===== config.mk =====
export PLATFORM = sky130hd
export DESIGN_NAME = rmq_isqrt
export DESIGN_NICKNAME = d
export VERILOG_FILES = /design/src/rtl/core/assert_macros.svh /design/src/rtl/core/rmq_isqrt.sv
export SDC_FILE = /design/constraint.sdc
export NUM_CORES = 1
export LEC_CHECK = 0
export BUFFER_PORTS_ARGS = -buffer_cell sky130_fd_sc_hd__buf_2
export CAP_MARGIN = 20
export CORE_ASPECT_RATIO = 0.7
export CORE_UTILIZATION = 47
export CTS_CLUSTER_DIAMETER = 60
export CTS_CLUSTER_SIZE = 28
export DETAILED_ROUTE_END_ITERATION = 8
export HOLD_SLACK_MARGIN = 0.03
export SLEW_MARGIN = 20
export SYNTH_ARGS = -nofsm -noshare
export SYNTH_HDL_FRONTEND = slang
export SYNTH_SLANG_ARGS = --single-unit
export TNS_END_PERCENT = 1

===== constraint.sdc =====
create_clock -name clk -period 3.18 [get_ports clk]
set_input_delay 0 -clock clk [delete_from_list [all_inputs] [get_ports clk]]
set_output_delay 0 -clock clk [all_outputs]
set_load 0.01 [all_outputs]

===== src/rtl/core/assert_macros.svh =====
// ----------------------------------------------------------------------------
// assert_macros.svh
// Assertion macros shared by the RTL; they compile away for synthesis.
// ----------------------------------------------------------------------------
`ifndef ASSERT_MACROS_SVH
`define ASSERT_MACROS_SVH
`ifndef SYNTHESIS
// Property must hold at every rising clock edge outside reset.
`define ASSERT_PROP(lbl, clk_s, rstn_s, prop, msg) \
    lbl: assert property (@(posedge clk_s) disable iff (!rstn_s) (prop)) else $error(msg);
// Condition must never be true at a rising clock edge outside reset.
`define ASSERT_NEVER(lbl, clk_s, rstn_s, cond, msg) \
    lbl: assert property (@(posedge clk_s) disable iff (!rstn_s) !(cond)) else $error(msg);
`else
`define ASSERT_PROP(lbl, clk_s, rstn_s, prop, msg)
`define ASSERT_NEVER(lbl, clk_s, rstn_s, cond, msg)
`endif
`endif


===== src/rtl/core/rmq_isqrt.sv =====
// ----------------------------------------------------------------------------
// rmq_isqrt
// Pipelined integer square root, one result bit per register stage.
// ----------------------------------------------------------------------------
module rmq_isqrt #(
    parameter int NW = 38,
    parameter int LW = 19
) (
    input  logic          clk,
    input  logic [LW-1:0] en,
    input  logic [NW-1:0] radicand,
    output logic [LW-1:0] root
);

    localparam int TW = NW + 2;

    logic [NW-1:0] rem_reg  [LW];
    logic [LW-1:0] root_reg [LW];

    genvar i;
    generate
        for (i = 0; i < LW; i++)
        begin : g_step
            localparam int B = LW - 1 - i;
            logic [NW-1:0] rem_in;
            logic [LW-1:0] root_in;
            logic [TW-1:0] trial;
            logic [NW-1:0] rem_next;
            logic [LW-1:0] root_next;

            if (i == 0)
            begin : g_first
                assign rem_in  = radicand;
                assign root_in = '0;
            end
            else
            begin : g_rest
                assign rem_in  = rem_reg[i-1];
                assign root_in = root_reg[i-1];
            end

            always_comb
            begin
                trial = (TW'(root_in) << (B + 1)) | (TW'(1) << (2 * B));
                if (TW'(rem_in) >= trial)
                begin
                    rem_next  = NW'(TW'(rem_in) - trial);
                    root_next = root_in | (LW'(1) << B);
                end
                else
                begin
                    rem_next  = rem_in;
                    root_next = root_in;
                end
            end

            always_ff @(posedge clk)
            begin
                if (en[i])
                begin
                    rem_reg[i]  <= rem_next;
                    root_reg[i] <= root_next;
                end
            end
        end
    endgenerate

    assign root = root_reg[LW-1];

endmodule


==> Word level (Yosys, flattened, before mapping) <==
Memory sizes are Yosys's and may differ from the RTL's.
Cells that the tools add are included.
{ "op_classes": {"n_addsub": 19, "order_cmp": 19, "n_mux": 76} }
{ "ops": {"columns": ["operator", "n"], "rows": [
  ["two-way mux 38 bit", 19],
  ["two-way mux 1 bit", 39],
  [">= comparator 38 x 20 -> 1 bit", 1],
  [">= comparator 38 x 21 -> 1 bit", 1],
  [">= comparator 38 x 22 -> 1 bit", 1],
  [">= comparator 38 x 23 -> 1 bit", 1],
  [">= comparator 38 x 24 -> 1 bit", 1],
  [">= comparator 38 x 25 -> 1 bit", 1],
  [">= comparator 38 x 26 -> 1 bit", 1],
  [">= comparator 38 x 27 -> 1 bit", 1],
  [">= comparator 38 x 28 -> 1 bit", 1],
  [">= comparator 38 x 29 -> 1 bit", 1],
  [">= comparator 38 x 30 -> 1 bit", 1],
  [">= comparator 38 x 31 -> 1 bit", 1],
  [">= comparator 38 x 32 -> 1 bit", 1],
  [">= comparator 38 x 33 -> 1 bit", 1],
  [">= comparator 38 x 34 -> 1 bit", 1],
  [">= comparator 38 x 35 -> 1 bit", 1],
  [">= comparator 38 x 36 -> 1 bit", 1],
  [">= comparator 38 x 37 -> 1 bit", 1],
  [">= comparator 38 x 37 -> 1 bit, second input constant", 1],
  ["subtractor 38 x 20 -> 38 bit", 1],
  ["subtractor 38 x 21 -> 38 bit", 1],
  ["subtractor 38 x 22 -> 38 bit", 1],
  ["34 further kinds", 34]
]} }
{ "totals": {"register_bits": 0, "ram_bits": 1083, "inputBits": 58, "memories": 2} }
{ "mem_list": {"columns": ["name", "depth", "width", "read_ports", "rd_clocked_by_memory_dff", "wr", "line_no", "rtl"], "rows": [
  ["rem_reg", 19, 38, 18, 0, 19, "rmq_isqrt.sv:17", "logic [NW-1:0] rem_reg [LW];"],
  ["root_reg", 19, 19, 19, 0, 19, "rmq_isqrt.sv:18", "logic [LW-1:0] root_reg [LW];"]
]} }

==> Longest topological paths before layout <==
An unclocked memory read counts as a cell.
{ "logic_depth": {"word_depth": 3, "depth_mapped": 12} }

==> Worst setup path before layout <==
Ideal clock, no wire load.
{ "synth_timing": {"path_type": "register -> register", "startpoint": "memory rem_reg[13][22]", "endpoint": "memory rem_reg[14][30], data pin", "setup_time_ps": 271, "arrival_ps": 2869, "required_ps": 2909, "path_slack_ps": 39, "path_stages_with_launch": 11, "cell_sequence": "edfxtp_1 > ha_1 > and2_1 > nand2_1 > or4_2 > nor3_1 > nor4_2 > or4_2 > clkbuf_1 > nor4_1 > xor2_1"} }
{ "synth_lines": {"columns": ["item", "line_no"], "rows": [
  ["start: declaration", "rmq_isqrt.sv:17"]
]} }

==> impl_summary.txt <==
----------------------------------------------------
[Run status]
  Outcome ... finished with violations
  Failing checks ... setup timing

[Timing]
  Worst slew margin ... 24.9%
  Total count of max-transition violations in the final report ... 0
  Highest achievable clock rate ... between 0.3 and 0.4 GHz
  Actual slew at the worst max-slew pin ... 1130 ps
  TNS Setup ... -35.4 ps
  Setup slack after layout ... -28.6 ps
  Crit path time final ... around 3200 ps
  Share of the cycle needed by the critical path after routing ... 101%
  Setup-failing EPs final ... 3
  Unrepaired setup endpoints after global routing ... true
  Worst setup skew after layout ... approximately 57 ps
  Final count of hold timing violations ... 0

[Route]
  Number of vias after detailed routing ... between 20,000 and 30,000
  Sum of routed wire length over all layers ... 101,000 um
  Drt pass-1 iters ... 5
  Iteration-0 DRC count of the detailed router ... approximately 2,900
  Number of vias per cell ... ~5.7
  Antenna-violating nets left ... 0
  Drt wl/cell ... around 21 um
  Drc violations ... 0

[Final layout]
  Layout cells sized above 1 ... between 10% and 20%
  Number of fillers in the final layout ... 7,121
  Number of flip-flops in the largest register ... 684
  Post-Route Utilization ... about 55%
  Antenna diode instance count ... 0
  Synth-to-layout area growth ... 15.8%
  Area of all placed cells without fillers ... about 47,000 sq um
  # nets final ... between 3,000 and 4,000

[Yosys]
  Synth Flop Type ... sky130_fd_sc_hd__edfxtp_1
  Synthesis-stage register bit count ... roughly 900
  Synthesis Warnings ... 0
  Synthesized instance count ... between 3,000 and 4,000
  Number of nets in the synthesized netlist ... roughly 3,400
  Post-synth ARST share ... 0%
  Mapped Avg Cell Area ... roughly 13 sq um
  Portion of synthesized cell area occupied by the leading cell type ... 64.0%
  Cell Area, Synth ... 41,000 sq um
  Number of library cell types mapped by synthesis ... 85
  Leading area contributor after synthesis ... sky130_fd_sc_hd__edfxtp_1
  Number of flops mapped to enable cells by yosys ... between 800 and 900
  Share of the yosys chip area belonging to registers ... roughly 64%
  Cells taking the most area after synthesis ... sky130_fd_sc_hd__edfxtp_1 64%, sky130_fd_sc_hd__ha_1 6.3%, sky130_fd_sc_hd__xor2_1 3.2%

[Setup path]
  Setup crit start kind ... flop
  Register-to-Register Path Depth ... 10
  Register-to-register setup slack ... -30 ps
  Worst endpoint required time ... 3570 ps
  R2r startpoint ... rem_reg[14][15]$_DFFE_PP_
  Endpoint class of the critical path ... flop
  Max FO, Critical Path ... 3
  Data arrival time of the worst path ... roughly 3600 ps
  Critical path type ... flop to flop
  Critical register-to-register path endpoint ... rem_reg[15][34]$_DFFE_PP_

[CTS]
  CTS root buffer ... sky130_fd_sc_hd__clkbuf_16
  Buffer levels on the longest clock path ... 3
  Post-CTS clock slew at the launch and capture registers of the worst setup and hold paths ... 100 ps
  TritonCTS clock tree ... done
  Number of H-tree levels ... 2
  Clock tree sinks ... between 800 and 900
  Insertion delay of the later-clocked pin in the worst-skew pair ... 670 ps
  Number of buffers added by the clock tree synthesis step ... 49

[Power and ir drop]
  Power density over the cells ... between 600 and 700 nW/um^2
  Internal Dissipation ... 20,100 uW
  Clock power frac ... between 20% and 30%
  Fraction of power spent switching nets ... 29.7%
  Part of the power in combinational logic ... between 20% and 30%
  Sequential power share ... between 50% and 60%
  Static leakage power ... between 0.015 and 0.02 uW
  Largest vdd supply drop ... around 0.00065 V
  Net Sw Power ... ~8500 uW

[Floorplan]
  Die outline area ... between 80,000 and 90,000 sq um
  Height of the die ... 249 um
  Std-Cell Rows ... 90
  Count of boundary I/O pins ... 77
  Core area ... ~86,000 sq um
  Starting utilization of the core area ... between 40% and 50%
  Die width ... around 360 um

[Global route]
  Global routing usage on met1 ... approximately two fifths
  Via count of the first global-routing pass ... ~25,000
  Met2 layer usage reported by global route ... between 20% and 30%
  Most used routing layer in global routing ... met1
  GRT met3 Usage ... 3.75%
  Global-route wire length before repair ... between 150,000 and 200,000 um
  GRT overflow ... 0
  GRT Total Usage ... between 20% and 30%
  Antenna violations before repair ... 4
  Maximum number of pins on one net before global-route repair ... between 50 and 60

[Hold path]
  HP Class ... input port to flop
  Source of the worst hold timing path ... en[2]
  Hold-critical path endpoint ... rem_reg[2][20]$_DFFE_PP_
  WHS Path Cells ... 1

[Placement]
  Placed cell areas ... between 40,000 and 50,000 sq um
  Buffers on Ports ... 76
  Worst setup slack before clock tree synthesis ... -487 ps
  Post-DP HPWL ... about 77,000 um
  RD Place Congestion ... 0.942

[Job]
  Number of max-cap violations ... 0

----------------------------------------------------
## cells in the final DEF (no fill, tap or decap), drive strengths merged, types with 16 or more instances in the layout
master       synthesis  final
nand4               29     29
nand3               53     53
xor2               150    150
a21oi              142    142
mux2                29     29
ha                 205    205
edfxtp             874    874
o21ai              160    160
o31ai               29     29
or3                 32     32
nor4               113    113
nor2b               30     30
a211oi              16     16
nand2              215    215
nand2b              40     40
nor2               193    193
buf                  8    304
xnor2              123    123
nor3               104    104
clkbuf              36     49
inv                253    276
or4                 19     19
o21a                54     54
dlygate4sd3          0     80
a21o                48     48
## stage by stage
stage	hold slack [ps]	power, uW	instances
final	58.0	28600	4731
after global routing	44.3	29900	4731
after CTS	31.4	28500	4712
after detailed placement	178	21000	4553
after global placement	176	20900	4553
after floorplan	98.9	18800	3157
## Yosys cell counts (all sizes together) (5+ instances only)
library cell and number:
a211o 7, a21boi 8, nor2 193, a21o 48
nor3 104, a31oi 14, nor3b 7, o21a 54
mux2 29, or4 19, nand4b 6, buf 8
o21ai 160, mux2i 8, nor4 113, nand3 53
nand2 215, clkbuf 36, and4 5, nand2b 40
xor2 150, inv 253, o31ai 29, o21bai 14
edfxtp 874, o311ai 5, xnor2 123, o211ai 9
nand4 29, a21oi 142, and2 10, a211oi 16
and3 12, nor4b 13, or4b 6, nor2b 30
ha 205, or2 11, a2111oi 7, or3 32
nand3b 6
## final cells by class
| cell class | count | area (sq um) | area share, % |
|---|---|---|---|
| Tap cell | 1150 | 1440 | 3.03 |
| Multi-Input combinational cell | 1984 | 14200 | 29.9 |
| Sequential cell | 874 | 26200 | 55.3 |
| Clock inverter | 36 | 448 | 0.943 |
| Clock buffer | 49 | 1230 | 2.58 |
| Timing Repair Buffer | 384 | 2990 | 6.29 |
| Inverter | 254 | 956 | 2.01 |
## metal layers
metal	share of wire, %	wire, um	up-vias
li1	-	-	12500
met1	52	53000	13300
met2	38	38600	934
met3	8.7	8820	75
met4	1.1	1090	0
met5	0	0	-
## power groups by stage
stage               sequential [uW]  combinational (uW)  clock [uW]
floorplan                     15200                3530           0
global placement              15700                5270           0
CTS                           15400                5530        7530
finish                        15500                5780        7350
detailed placement            15700                5370           0
global route                  15600                6350        7880
## logic make-up after synthesis
| logic type | synth area share [%] |
|---|---|
| AO/OA/AOI/OAI | 8.53 |
| XOR/XNOR | 5.83 |
| adder cells (fa/ha/maj) | 6.26 |
| buffers and inverters | 2.90 |
| flip-flops | 64.0 |
| multiplexers | 0.992 |
| AND/OR/NAND/NOR | 11.5 |
## worst max-delay path: stages, from the launching register on
cell and delay (ps):
sky130_fd_sc_hd__edfxtp_1 490, sky130_fd_sc_hd__ha_1 360, sky130_fd_sc_hd__or4bb_4 480, sky130_fd_sc_hd__nor4_4 410
sky130_fd_sc_hd__buf_4 190, sky130_fd_sc_hd__a31oi_2 120, sky130_fd_sc_hd__nand2_1 130, sky130_fd_sc_hd__inv_1 60
sky130_fd_sc_hd__a221oi_2 350, sky130_fd_sc_hd__nand4_1 170, sky130_fd_sc_hd__xnor2_1 170
## what timing repair did
action / in CTS / in global routing
hold buffers: 74 / 6
setup buffers: 0 / 14
pin swaps: 0 / 27
resized for setup: 20 / 95
setup endpoints to repair: 86 / 185
endpoints found under the hold margin: 221 / 289
## worst max-delay path by stage
| stage | depth (start not counted) | to | slack (ps) | start |
|---|---|---|---|---|
| floorplan | 10 | rem_reg[14][30]$_DFFE_PP_ | 40 | rem_reg[13][22]$_DFFE_PP_ |
| global placement | 13 | rem_reg[5][30]$_DFFE_PP_ | -490 | root_reg[4][15]$_DFFE_PP_ |
| detailed placement | 11 | rem_reg[5][32]$_DFFE_PP_ | -490 | root_reg[4][15]$_DFFE_PP_ |
| CTS | 10 | rem_reg[11][35]$_DFFE_PP_ | -60 | rem_reg[10][20]$_DFFE_PP_ |
| global route | 10 | rem_reg[15][34]$_DFFE_PP_ | -110 | rem_reg[14][16]$_DFFE_PP_ |
| finish | 10 | rem_reg[15][34]$_DFFE_PP_ | -30 | rem_reg[14][15]$_DFFE_PP_ |
(Power assumes the default switching activity.)
