## config.mk

```make
export PLATFORM = sky130hd
export DESIGN_NAME = rmq_divider
export DESIGN_NICKNAME = d
export VERILOG_FILES = /design/src/rtl/core/assert_macros.svh /design/src/rtl/core/rmq_pkg.sv /design/src/rtl/core/rmq_divider.sv
export SDC_FILE = /design/constraint.sdc
export NUM_CORES = 1
export LEC_CHECK = 0
export BUFFER_PORTS_ARGS = -buffer_cell sky130_fd_sc_hd__buf_4
export CAP_MARGIN = 5
export CORE_ASPECT_RATIO = 0.75
export CORE_MARGIN = 1
export CORE_UTILIZATION = 30
export CTS_BUF_LIST = sky130_fd_sc_hd__clkbuf_4 sky130_fd_sc_hd__clkbuf_8
export CTS_CLUSTER_DIAMETER = 80
export CTS_CLUSTER_SIZE = 14
export DETAILED_ROUTE_END_ITERATION = 10
export MAX_ROUTING_LAYER = met4
export PLACE_DENSITY = 0.58
export SYNTH_ARGS = -nofsm -noshare
export SYNTH_HDL_FRONTEND = slang
export SYNTH_SLANG_ARGS = --single-unit
```

## constraint.sdc

```tcl
create_clock -name clk -period 3.6 [get_ports clk]
set_input_delay 0.54 -clock clk [delete_from_list [all_inputs] [get_ports clk]]
set_output_delay 0.54 -clock clk [all_outputs]
set_load 0.05 [all_outputs]
```

## src/rtl/core/assert_macros.svh

```systemverilog
// ----------------------------------------------------------------------------
// assert_macros.svh
// Assertion macros shared by the RTL; they compile away for synthesis.
// ----------------------------------------------------------------------------
`ifndef ASSERT_MACROS_SVH
`define ASSERT_MACROS_SVH
`ifndef SYNTHESIS
// Property must hold at every rising clock edge outside reset.
`define ASSERT_PROP(lbl, clk_s, rstn_s, prop, msg) \
    lbl: assert property (@(posedge clk_s) disable iff (!rstn_s) (prop)) else $error(msg);
// Condition must never be true at a rising clock edge outside reset.
`define ASSERT_NEVER(lbl, clk_s, rstn_s, cond, msg) \
    lbl: assert property (@(posedge clk_s) disable iff (!rstn_s) !(cond)) else $error(msg);
`else
`define ASSERT_PROP(lbl, clk_s, rstn_s, prop, msg)
`define ASSERT_NEVER(lbl, clk_s, rstn_s, cond, msg)
`endif
`endif

```

## src/rtl/core/rmq_pkg.sv

```systemverilog
// ----------------------------------------------------------------------------
// rmq_pkg
// Shared types and constants of the matrix to quaternion converter.
// ----------------------------------------------------------------------------
package rmq_pkg;

    localparam int IN_W     = 16;
    localparam int OUT_W    = 16;
    localparam int MAG_W    = OUT_W + 1;   // saturated magnitude, at most 32768
    localparam int NUM_COMP = 4;

    localparam int COMP_X = 0;
    localparam int COMP_Y = 1;
    localparam int COMP_Z = 2;
    localparam int COMP_W = 3;

    // Per-item side information that travels down the whole pipeline.
    typedef struct packed {
        logic [NUM_COMP-1:0] neg;   // component sign
        logic                bad;   // scale not positive, result is identity
    } side_t;

endpackage

```

## src/rtl/core/rmq_divider.sv

```systemverilog
// ----------------------------------------------------------------------------
// rmq_divider
// Pipelined restoring divider: round(mag * 2^FRAC_BITS / len), saturated.
// ----------------------------------------------------------------------------
module rmq_divider
    import rmq_pkg::*;
#(
    parameter int FRAC_BITS = 14,
    parameter int VW        = 20
) (
    input  logic             clk,
    input  logic [FRAC_BITS+1:0] en,       // stage enables, numerator stage first
    input  logic [VW-1:0]    mag,
    input  logic [VW-1:0]    len,
    output logic [MAG_W-1:0] quot
);

    localparam int QW  = FRAC_BITS + 1;
    localparam int NMW = VW + FRAC_BITS;
    localparam int DW  = (NMW > VW + QW) ? NMW : VW + QW;
    localparam int CW  = (QW > MAG_W) ? QW : MAG_W;

    logic [NMW-1:0] rem_reg [QW+1];
    logic [QW-1:0]  q_reg   [QW+1];
    logic [VW-1:0]  len_reg [QW+1];

    // Numerator stage: magnitude scaled to the output format plus half the length.
    always_ff @(posedge clk)
    begin
        if (en[0])
        begin
            rem_reg[0] <= (NMW'(mag) << FRAC_BITS) + NMW'(len >> 1);
            q_reg[0]   <= '0;
            len_reg[0] <= len;
        end
    end

    genvar j;
    generate
        for (j = 1; j <= QW; j++)
        begin : g_step
            localparam int B = QW - j;
            logic [DW-1:0] den;
            logic          fits;

            assign den  = DW'(len_reg[j-1]) << B;
            assign fits = DW'(rem_reg[j-1]) >= den;

            always_ff @(posedge clk)
            begin
                if (en[j])
                begin
                    rem_reg[j] <= fits ? NMW'(DW'(rem_reg[j-1]) - den) : rem_reg[j-1];
                    q_reg[j]   <= fits ? (q_reg[j-1] | (QW'(1) << B)) : q_reg[j-1];
                    len_reg[j] <= len_reg[j-1];
                end
            end
        end
    endgenerate

    logic [CW-1:0] q_ext;
    assign q_ext = CW'(q_reg[QW]);
    assign quot  = (q_ext > CW'(32768)) ? MAG_W'(32768) : MAG_W'(q_ext);

endmodule
```

## Word-level counts from Yosys, hierarchy flattened

Memories as Yosys holds them, arrays and structs flattened.
Index checks and enable logic that the tools add are counted.

- Logic and storage cells: 98
- Register bits: 0
- Bits in writable memories: 1104
- Memories: 3

- $add $sub $neg: 16
- Magnitude comparators: 16
- Mux-type cells: 63

Memory list:

| memory | depth | width | rd ports | clocked after memory_dff | write ports | line | RTL |
|---|---|---|---|---|---|---|---|
| rem_reg | 16 | 34 | 15 | 0 | 16 | rmq_divider.sv:23 | `logic [NMW-1:0] rem_reg [QW+1];` |
| len_reg | 16 | 20 | 15 | 0 | 16 | rmq_divider.sv:25 | `logic [VW-1:0] len_reg [QW+1];` |
| q_reg | 16 | 15 | 16 | 0 | 16 | rmq_divider.sv:24 | `logic [QW-1:0] q_reg [QW+1];` |

Operators with widths:

| kind | count |
|---|---|
| 34-bit 2-to-1 mux | 15 |
| 34-bit by 19-bit adder with 34-bit output | 1 |
| 34-bit by 20-bit >= comparator with 1-bit output | 1 |
| 34-bit by 21-bit >= comparator with 1-bit output | 1 |
| 34-bit by 22-bit >= comparator with 1-bit output | 1 |
| 34-bit by 23-bit >= comparator with 1-bit output | 1 |
| 34-bit by 24-bit >= comparator with 1-bit output | 1 |
| 34-bit by 25-bit >= comparator with 1-bit output | 1 |
| 34-bit by 26-bit >= comparator with 1-bit output | 1 |
| 34-bit by 27-bit >= comparator with 1-bit output | 1 |
| 34-bit by 28-bit >= comparator with 1-bit output | 1 |
| 34-bit by 29-bit >= comparator with 1-bit output | 1 |
| 34-bit by 30-bit >= comparator with 1-bit output | 1 |
| 34-bit by 31-bit >= comparator with 1-bit output | 1 |
| 34-bit by 32-bit >= comparator with 1-bit output | 1 |
| 34-bit by 33-bit >= comparator with 1-bit output | 1 |
| 34-bit >= comparator | 1 |
| 34-bit by 20-bit subtractor with 34-bit output | 1 |
| 34-bit by 21-bit subtractor with 34-bit output | 1 |
| 34-bit by 22-bit subtractor with 34-bit output | 1 |
| 34-bit by 23-bit subtractor with 34-bit output | 1 |
| 34-bit by 24-bit subtractor with 34-bit output | 1 |
| 34-bit by 25-bit subtractor with 34-bit output | 1 |
| 34-bit by 26-bit subtractor with 34-bit output | 1 |
| 25 further kinds | 57 |

## Depth between registers and ports, before layout

Gate-level depths: netlist (run 1).
An unclocked memory read counts as a cell.

- Depth after elaboration: 3
- Depth in mapped cells: 14
- Mapped depth without buffers: 14

## Worst setup path before layout (run 1)

No wires, ideal clock.

- Path type: flip-flop to flip-flop
- Start point: memory len_reg[0][0]
- End point: memory rem_reg[0][54] in the netlist's numbering, data pin
- Data arrival time: 3093 ps
- Clock period less this slack: 3352 ps
- Path slack: 248 ps
- Cell stages (with the launch flop): 12
- Library setup time: 260 ps
- Path buffers: 1
- Required time: 3340 ps
- Cells stage by stage: edfxtp_1 > ha_1 > fa_1 > nand2b_1 > a21oi_1 > o21ai_0 > a2111oi_0 > nor4_1 > o41ai_1 > a21o_1 > buf_4 > mux2_2

RTL lines:

| what | line |
|---|---|
| start, declared | rmq_divider.sv:25 |
| end, declared | rmq_divider.sv:23 |

==> results of run 1 <==
## layer usage
metal	GRT usage, %	vias up	routed length (um)
met4	2.88	0	1670
li1	-	14917	-
met3	2.03	114	5260
met1	21.0	14438	54900
met5	-	-	0
met2	19.5	683	42400
## synth_stat cells, types with 53 or more instances
library cell / number
a21o_1: 121
a21oi_1: 286
clkbuf_1: 53
edfxtp_1: 811
ha_1: 305
inv_1: 373
mux2_2: 57
nand2_1: 302
nand3_1: 62
nand4_1: 53
nor2_1: 229
nor2b_1: 58
nor3_1: 74
o21ai_0: 294
xnor2_1: 172
xor2_1: 138
## logic make-up (layout without fill, tap and decap cells)
group / Yosys count / after routing / share of synthesized area, %
AND/OR/NAND/NOR: 1031 / 1031 / 11.4
AO/OA/AOI/OAI: 988 / 988 / 13.6
flip-flops: 811 / 811 / 54.2
buffers and inverters: 464 / 634 / 4.11
adder cells (fa/ha/maj): 320 / 320 / 9.15
XOR/XNOR: 310 / 310 / 6.04
multiplexers: 61 / 61 / 1.52
other: 1 / 4 / 0.00834
## what timing repair did
action                                 in CTS  in global routing
setup endpoints to repair                   9                 52
gates cloned                                0                  1
endpoints found under the hold margin      20                  0
resized for setup                           1                 24
pin swaps                                   0                  8
buffers inserted                            0                  6
hold buffers                               20                  0
## metrics by stage
| stage | instances | util [%] | worst slack, ns |
|---|---|---|---|
| floorplan | 3987 | - | 0.248 |
| global placement | 6034 | 32.6 | -0.0204 |
| detailed placement | 6034 | 32.6 | -0.0535 |
| CTS | 6134 | 33.5 | 0.00871 |
| global route | 6143 | 33.6 | -0.0181 |
| finish | 6143 | 33.6 | 0.121 |
## where the power goes
| part | switching (uW) | internal (uW) |
|---|---|---|
| Combinational | 8310 | 6530 |
| Sequential | 1520 | 13500 |
| Clock | 3070 | 1830 |
## layout make-up
class | count | area, um2
fillers | 14687 | 98400
flip-flops and latches | 811 | 24400
multi-input cells | 2712 | 18900
well taps | 1984 | 2480
repair buffers | 180 | 1560
inverters | 374 | 1400
clock buffers | 73 | 992
clock inverters | 7 | 67.6
diodes | 2 | 5.00
## path summary, 6_finish.rpt
path              depth (start not counted)             end  slack (ns)           from
setup / recovery                         11  rem_reg[1][61]        0.12  len_reg[8][1]
hold / removal                            2  rem_reg[0][33]        0.12        mag[19]
hold reg to reg                           0   q_reg[1][110]        0.40   q_reg[1][95]
setup reg to reg                         11  rem_reg[1][61]        0.12  len_reg[8][1]
## worst max-delay path, stage by stage (launching register included)
cell and delay [ns]:
edfxtp_1 0.44, inv_1 0.06, ha_1 0.29, nor2b_1 0.14, o31a_1 0.28, or4_1 0.54, a41oi_1 0.39, o211ai_1 0.23
a31oi_1 0.31, or4b_2 0.20, nor4b_2 0.23, xor2_1 0.10
==> results.md, run 1 <==
* Max FFs per register at 391
* Fin crit share at 96.6%
* DRC violations left at 0
* CTS tree: done
* I/O Pins at 74
* Area Growth Syn to Fin at 10.7%
* Later-pin clock latency in the skew report at 0.75 ns
* Post-synth EDFFs at 811
* Worst-path fanout max at 4
* Die height at 337 um
* Port Buffers at 71
* Dominant cells by area after synthesis: edfxtp_1, ha_1, xnor2_1
* Outcome: complete, no violations
* Area of the die at 151000 um2
* Most common flop cell mapped by yosys: edfxtp_1
* Rows at 122
* First-pass GRT wire length at 164 mm
* Fraction of layout cells with a size suffix above 1 at 8.71%
* Initial antenna violation count at 4
* Seq/Total Area, Yosys at 54.2%
* Top cell type's share of synthesized area at 54.2%
* Hold slack at 0.124 ns
* Die width at 449 um
* Total GRT Usage at 13.9%
* GP Congestion at 0.910
* #FFs+latches synth at 811
* DP HPWL at 79.9 mm
* Final TNS setup at 0 ns
* H-tree depth at 3
* Leakage at 0.0191 uW
* Clk sinks at 811
* Starting Density at 30.3%
* Type of the tightest min-delay check: primary input to flop
* Clock Path Buffers at 3
* Placed Area at 48300 um2
* Setup CP Type: flop to flop
* Fmax at 287 MHz
* Distinct cell type count after synthesis at 85
* Slew Viols, Final at 0
* Final WL at 104 mm
* Async S/R FF share, synth at 0%
* Pin count of the biggest net entering global routing at 68
* Vias per inst at 4.91
* Final Hold Viols at 0
* Vias at 30152
* Commonest non-fill, non-tap cell in the layout: edfxtp_1
* Clk_skew at 0.0530 ns
* Total core area at 148000 um2
* Peak supply drop at 0.253 mV
* Mean post-synth cell area at 11.3 um2
* Congestion Overflow GR at 0
* TritonCTS buffer count at 69
* Leading area contributor after synthesis: edfxtp_1
* CTS root buffer: clkbuf_8
* Number of global-route vias before repair at 28588
* Required time of the critical path at 4.06 ns
* Slew margin rel. at 38.4%
* CTS clock-pin slew for the worst setup and hold paths at 0.11 ns
* Max-cap check violation count at 0
* Minimum clock period at 3.48 ns
* Commonest non-fill, non-tap cells in the layout: edfxtp_1, inv_1, ha_1
* Routed len/inst at 17.0 um
* Synthesized area at 45000 um2
* Slew @ Worst Pin at 0.924 ns
* Final net count at 4525
* Crit path launch type: flop
* Pre-Repair DR Iteration Count at 10
* Synthesis warning total at 0
* Antenna Nets Post-Route at 0
* Cells after synthesis at 3986
* Critical path arrival at 3.94 ns
* Tot Pwr at 34700 uW
* P per Cell Area at 698 nW/um2
* Final setup viols at 0
* Final instance area at 49800 um2
* CP endpoint kind: flop
* DRT iter0 DRCs at 2376
Note: power is estimated with default switching activity, not from simulation.
==> run 2, diff against run 1 <==
--- a/config.mk
+++ b/config.mk
@@ -16,5 +16,5 @@
 export DETAILED_ROUTE_END_ITERATION = 10
 export MAX_ROUTING_LAYER = met4
-export PLACE_DENSITY = 0.58
+export PLACE_DENSITY = 0.56
 export SYNTH_ARGS = -nofsm -noshare
 export SYNTH_HDL_FRONTEND = slang
==> constraint.sdc (replaced) <==
create_clock -name clk -period 4.4 [get_ports clk]
set_input_delay 0.44 -clock clk [delete_from_list [all_inputs] [get_ports clk]]
set_output_delay 0.44 -clock clk [all_outputs]
set_load 0.05 [all_outputs]
==> results.md, run 2 (synthesized netlist as in run 1, its figures left out) <==
* Die width at 449 um (unchanged)
* Tot Pwr at 28100 uW (-19%)
* Fmax at 247 MHz (-14%)
* Met1 wire length at 53.7 mm (-2.3%)
* Fin crit share at 92.1% (-4.5 points)
* Final TNS setup at 0 ns (unchanged)
* P per Cell Area at 571 nW/um2 (-18%)
* Final net count at 4477 (-1.1%)
* Routed met2 length at 41.4 mm (-2.4%)
* Final instance area at 49300 um2 (-1.1%)
* Type of the tightest min-delay check: primary input to flop
* Later-pin clock latency in the skew report at 0.76 ns (about the same)
* Max-cap check violation count at 0 (unchanged)
* Vias per inst at 4.91 (about the same)
* Congestion Overflow GR at 0 (unchanged)
* Vias at 29896 (-0.85%)
* Final Hold Viols at 0 (unchanged)
* Sw Ratio at 37.3% (+0.14 points)
* Largest stage delay, worst path at 0.50 ns (-0.04 ns)
* Commonest non-fill, non-tap cells in the layout: edfxtp_1, inv_1, ha_1
* RSZ-0062 raised after global routing: false
* Net switching power at 10500 uW (-19%)
* Final WL at 104 mm (-0.71%)
* Routed len/inst at 17.0 um (+0.12%)
* Leakage at 0.0188 uW (-1.5%)
* Slew margin rel. at 35.3% (-3.1 points)
* Critical path arrival at 4.55 ns (+0.61 ns)
* Pin count of the biggest net entering global routing at 68 (unchanged)
* DP HPWL at 79.2 mm (-0.88%)
* CTS tree: done
* DRC violations left at 0 (unchanged)
* Area Growth Syn to Fin at 9.51%
* DRT iter0 DRCs at 2288 (-3.7%)
* Number of global-route vias before repair at 28251 (-1.2%)
* CTS root buffer: clkbuf_8
* Required time of the critical path at 4.89 ns (+0.83 ns)
* Pre-Repair DR Iteration Count at 5 (-5)
* Fillers at 14802 (+0.78%)
* Clock power share at 14.4% (+0.3 points)
* Area of the die at 151000 um2 (unchanged)
* Clk sinks at 811 (unchanged)
* Max layer used: met4
* Port Buffers at 71 (unchanged)
* Setup CP Type: flop to flop
* Slowest-stage cell, CP: a21oi_1
* Peak supply drop at 0.254 mV (+0.42%)
* Crit path launch type: flop
* Final setup viols at 0 (unchanged)
* Worst-path fanout max at 7 (+3)
* Layout Utilization at 33.2% (-0.35 points)
* Dpl cells at 5981 (-0.88%)
* Rows at 122 (unchanged)
* Clock Path Buffers at 3 (unchanged)
* Initial antenna violation count at 3 (-1)
* H-tree depth at 3 (unchanged)
* Logic pwr share at 41.9% (-0.8 points)
* Starting Density at 30.3% (unchanged)
* Register share of total power at 43.7% (+0.5 points)
* CP endpoint kind: flop
* Minimum clock period at 4.05 ns (+0.575 ns)
* Commonest non-fill, non-tap cell in the layout: edfxtp_1
* Outcome: complete, no violations
* Pint at 17700 uW (-19%)
* I/O Pins at 74 (unchanged)
* Met3 Routed Length at 6.80 mm (+29%)
* Placed Area at 47800 um2 (-1.0%)
* Final std cells w/o fill at 6092 (-0.83%)
* Fraction of layout cells with a size suffix above 1 at 6.89% (-1.8 points)
* Die height at 337 um (unchanged)
* Slew Viols, Final at 0 (unchanged)
* Max FFs per register at 391 (unchanged)
* TritonCTS buffer count at 69 (unchanged)
* Total core area at 148000 um2 (unchanged)
* Total GRT Usage at 13.9% (-0.060 points)
* Slew @ Worst Pin at 0.962 ns (+0.0380 ns)
* First-pass GRT wire length at 162 mm (-1.2%)
* GP Congestion at 0.898 (-1.3%)
* Clk_skew at 0.0653 ns (+0.0122 ns)
* CTS clock-pin slew for the worst setup and hold paths at 0.10 ns (about the same)
* Crit-path cells: inv_1 -> ha_1 -> inv_1 -> fa_1 -> a21o_1 -> a21o_1 -> a21oi_1 -> o211ai_1 -> a21oi_1 -> nor2b_2 -> inv_2 -> nand3_1 -> nor4_1 -> xor2_1
* Antenna Nets Post-Route at 0 (unchanged)
[run 2: layout make-up]
cell class	count	area, um2	area share [%]
Clock inverter	6	93.8	0.191
Clock buffer	71	971	1.97
Sequential cell	811	24400	49.4
Antenna cell	2	5.00	0.0102
Inverter	374	1400	2.85
Timing Repair Buffer	132	1120	2.28
Multi-Input combinational cell	2712	18800	38.2
Tap cell	1984	2480	5.04
[run 2: power groups by stage]
stage	Sequential (uW)	Combinational, uW	Clock (uW)
floorplan	11800	8990	0
CTS	12300	11700	4270
detailed placement	12500	11600	0
finish	12300	11800	4050
global placement	12500	11500	0
global route	12500	13200	4490
[run 2: final timing paths]
path | start | end | slack, ns | cells past startpoint
setup / recovery | len_reg[12][3] | rem_reg[1][198] | 0.35 | 14
hold / removal | mag[8] | rem_reg[0][22] | 0.08 | 2
setup reg to reg | len_reg[12][3] | rem_reg[1][198] | 0.35 | 14
hold reg to reg | q_reg[1][101] | q_reg[1][116] | 0.42 | 0
[run 2: timing repair]
item                      4_1_cts  5_1_grt
hold endpoints to repair       31        0
hold buffers                   31        0
buffers inserted                0        0
resized for setup               0        0
[run 2: layer usage]
metal,up-vias,track usage [%]
met5,-,-
met4,0,2.98
met3,107,2.94
met2,740,19.2
met1,14228,20.5
li1,14821,-
[run 2: critical path, delay by kind of cell (launching register included)]
kind | cells | cell delay (ns)
AO/OA/AOI/OAI | 5 | 1.56
flip-flops | 1 | 0.42
AND/OR/NAND/NOR | 3 | 0.74
adder cells (fa/ha/maj) | 2 | 0.59
buffers and inverters | 3 | 0.35
XOR/XNOR | 1 | 0.15
[run 2: stage by stage]
stage          hold slack, ns  setup WS [ns]
6_report               0.0760          0.346
5_1_grt                0.0147          0.176
4_1_cts               0.00147          0.489
3_5_place_dp            0.405          0.494
3_3_place_gp            0.400          0.583
2_1_floorplan           0.400           1.05
==> run 3, diff against run 2 <==
Settings changed: REMOVE_ABC_BUFFERS from default to 1.
==> results.md, run 3 (synthesized netlist as in run 1, its figures left out) <==
* Placed Area at 47800 um2 (-0.10%)
* P per Cell Area at 570 nW/um2 (-0.25%)
* Met1 wire length at 54.1 mm (+0.80%)
* Peak supply drop at 0.236 mV (-6.9%)
* Starting Density at 30.3% (unchanged)
* Die width at 449 um (unchanged)
* Minimum clock period at 3.92 ns (-0.135 ns)
* Routed met2 length at 41.8 mm (+0.77%)
* CP endpoint kind: flop
* Max layer used: met4
* Clk_skew at 0.0600 ns (-0.00524 ns)
* Final Hold Viols at 0 (unchanged)
* Required time of the critical path at 4.89 ns (about the same)
* GP Congestion at 0.914 (+1.8%)
* DRT iter0 DRCs at 2284 (-0.17%)
* Slew @ Worst Pin at 1.03 ns (+0.0719 ns)
* Pin count of the biggest net entering global routing at 68 (unchanged)
* Clock Path Buffers at 3 (unchanged)
* H-tree depth at 3 (unchanged)
* TritonCTS buffer count at 68 (-1.4%)
* Leakage at 0.0188 uW (-0.19%)
* CTS clock-pin slew for the worst setup and hold paths at 0.11 ns (about the same)
* Slew Viols, Final at 0 (unchanged)
* Total core area at 148000 um2 (unchanged)
* Area Growth Syn to Fin at 9.43% (about the same)
* Met3 Routed Length at 6.88 mm (+1.1%)
* Commonest non-fill, non-tap cells in the layout: edfxtp_1, inv_1, ha_1
* Total GRT Usage at 14.0% (+0.16 points)
* Die height at 337 um (unchanged)
* Outcome: complete, no violations
* Hold slack at 0.185 ns (+0.109 ns)
* DP HPWL at 80.2 mm (+1.3%)
* CTS resizes at 0 (unchanged)
* Rows at 122 (unchanged)
* Crit path launch type: flop
* Port Buffers at 71 (unchanged)
* Later-pin clock latency in the skew report at 0.76 ns (about the same)
* Type of the tightest min-delay check: primary input to flop
* Commonest non-fill, non-tap cell in the layout: edfxtp_1
* Congestion Overflow GR at 0 (unchanged)
* Number of global-route vias before repair at 28290 (+0.14%)
* CTS tree: done
* Final setup viols at 0 (unchanged)
* Max FFs per register at 391 (unchanged)
* Routed len/inst at 17.1 um (+0.69%)
* Tot Pwr at 28100 uW (-0.33%)
* Vias at 29881 (-0.050%)
* Worst-path fanout max at 33 (+26)
* Fin crit share at 89.1% (-3.1 points)
* Vias per inst at 4.90 (about the same)
* DRC violations left at 0 (unchanged)
* Final WL at 104 mm (+0.70%)
* Critical path arrival at 4.41 ns (-0.14 ns)
* Final instance area at 49200 um2 (about the same)
* Slew margin rel. at 30.4% (-4.8 points)
* Initial antenna violation count at 4 (+1)
* Pre-Repair DR Iteration Count at 5 (unchanged)
* I/O Pins at 74 (unchanged)
* Post-CTS setup buffers at 0 (unchanged)
* Antenna Nets Post-Route at 0 (unchanged)
* Final net count at 4476 (-0.022%)
* Post-CTS Hold Buffers at 37 (+19%)
* CTS root buffer: clkbuf_8
* Layout Utilization at 33.2% (about the same)
* Setup CP Type: flop to flop
* Fraction of layout cells with a size suffix above 1 at 6.79% (-0.10 points)
* RSZ-0062 raised after global routing: false
* Area of the die at 151000 um2 (unchanged)
* Fmax at 255 MHz (+3.4%)
* First-pass GRT wire length at 163 mm (+1.1%)
* Max-cap check violation count at 0 (unchanged)
* Clk sinks at 811 (unchanged)
==> run 3: metal layers <==
| metal | vias up | global-route usage, % |
|---|---|---|
| met3 | 107 | 2.85 |
| li1 | 14813 | - |
| met1 | 14214 | 20.8 |
| met2 | 747 | 19.5 |
| met5 | - | - |
| met4 | 0 | 2.77 |
==> run 3: stage by stage <==
stage | TNS (ns) | instances | worst slack [ns]
global placement | 0 | 5976 | 0.636
finish | 0 | 6093 | 0.480
global route | 0 | 6093 | 0.257
CTS | 0 | 6092 | 0.546
detailed placement | 0 | 5976 | 0.562
floorplan | -0.230 | 3897 | -0.130
==> run 3: path summary, 6_finish.rpt <==
path	to	cells after the start	startpoint	slack (ns)
worst max-delay path	rem_reg[1][173]	12	len_reg[12][3]	0.48
worst min-delay path	rem_reg[0][27]	1	en[0]	0.19
worst min register to register	q_reg[1][41]	0	q_reg[1][26]	0.42
worst max register to register	rem_reg[1][173]	12	len_reg[12][3]	0.48
==> run 3: area by class of cell <==
class	instances	area [um2]
Clock buffer	71	965
Antenna cell	1	2.50
Tap cell	1984	2480
Sequential cell	811	24400
Timing Repair Buffer	132	1110
Multi-Input combinational cell	2712	18800
Inverter	374	1400
Fill cell	14708	99000
Clock inverter	8	80.1
==> run 3: worst max-delay path, stage by stage (launching register included) <==
cell and delay, ns:
edfxtp_1 0.42, inv_1 0.10, ha_1 0.17, inv_1 0.06
fa_1 0.39, a21o_1 0.19, a21o_1 0.21, a21oi_1 0.48
o211ai_1 0.29, a21oi_1 0.32, nor2b_2 0.44, buf_12 0.23
mux2_2 0.35
==> run 3: power breakdown <==
group	leakage [uW]	switching, uW	internal [uW]
clock network	0.000538	2530	1460
logic	0.0105	6690	5070
registers	0.00782	1270	11000
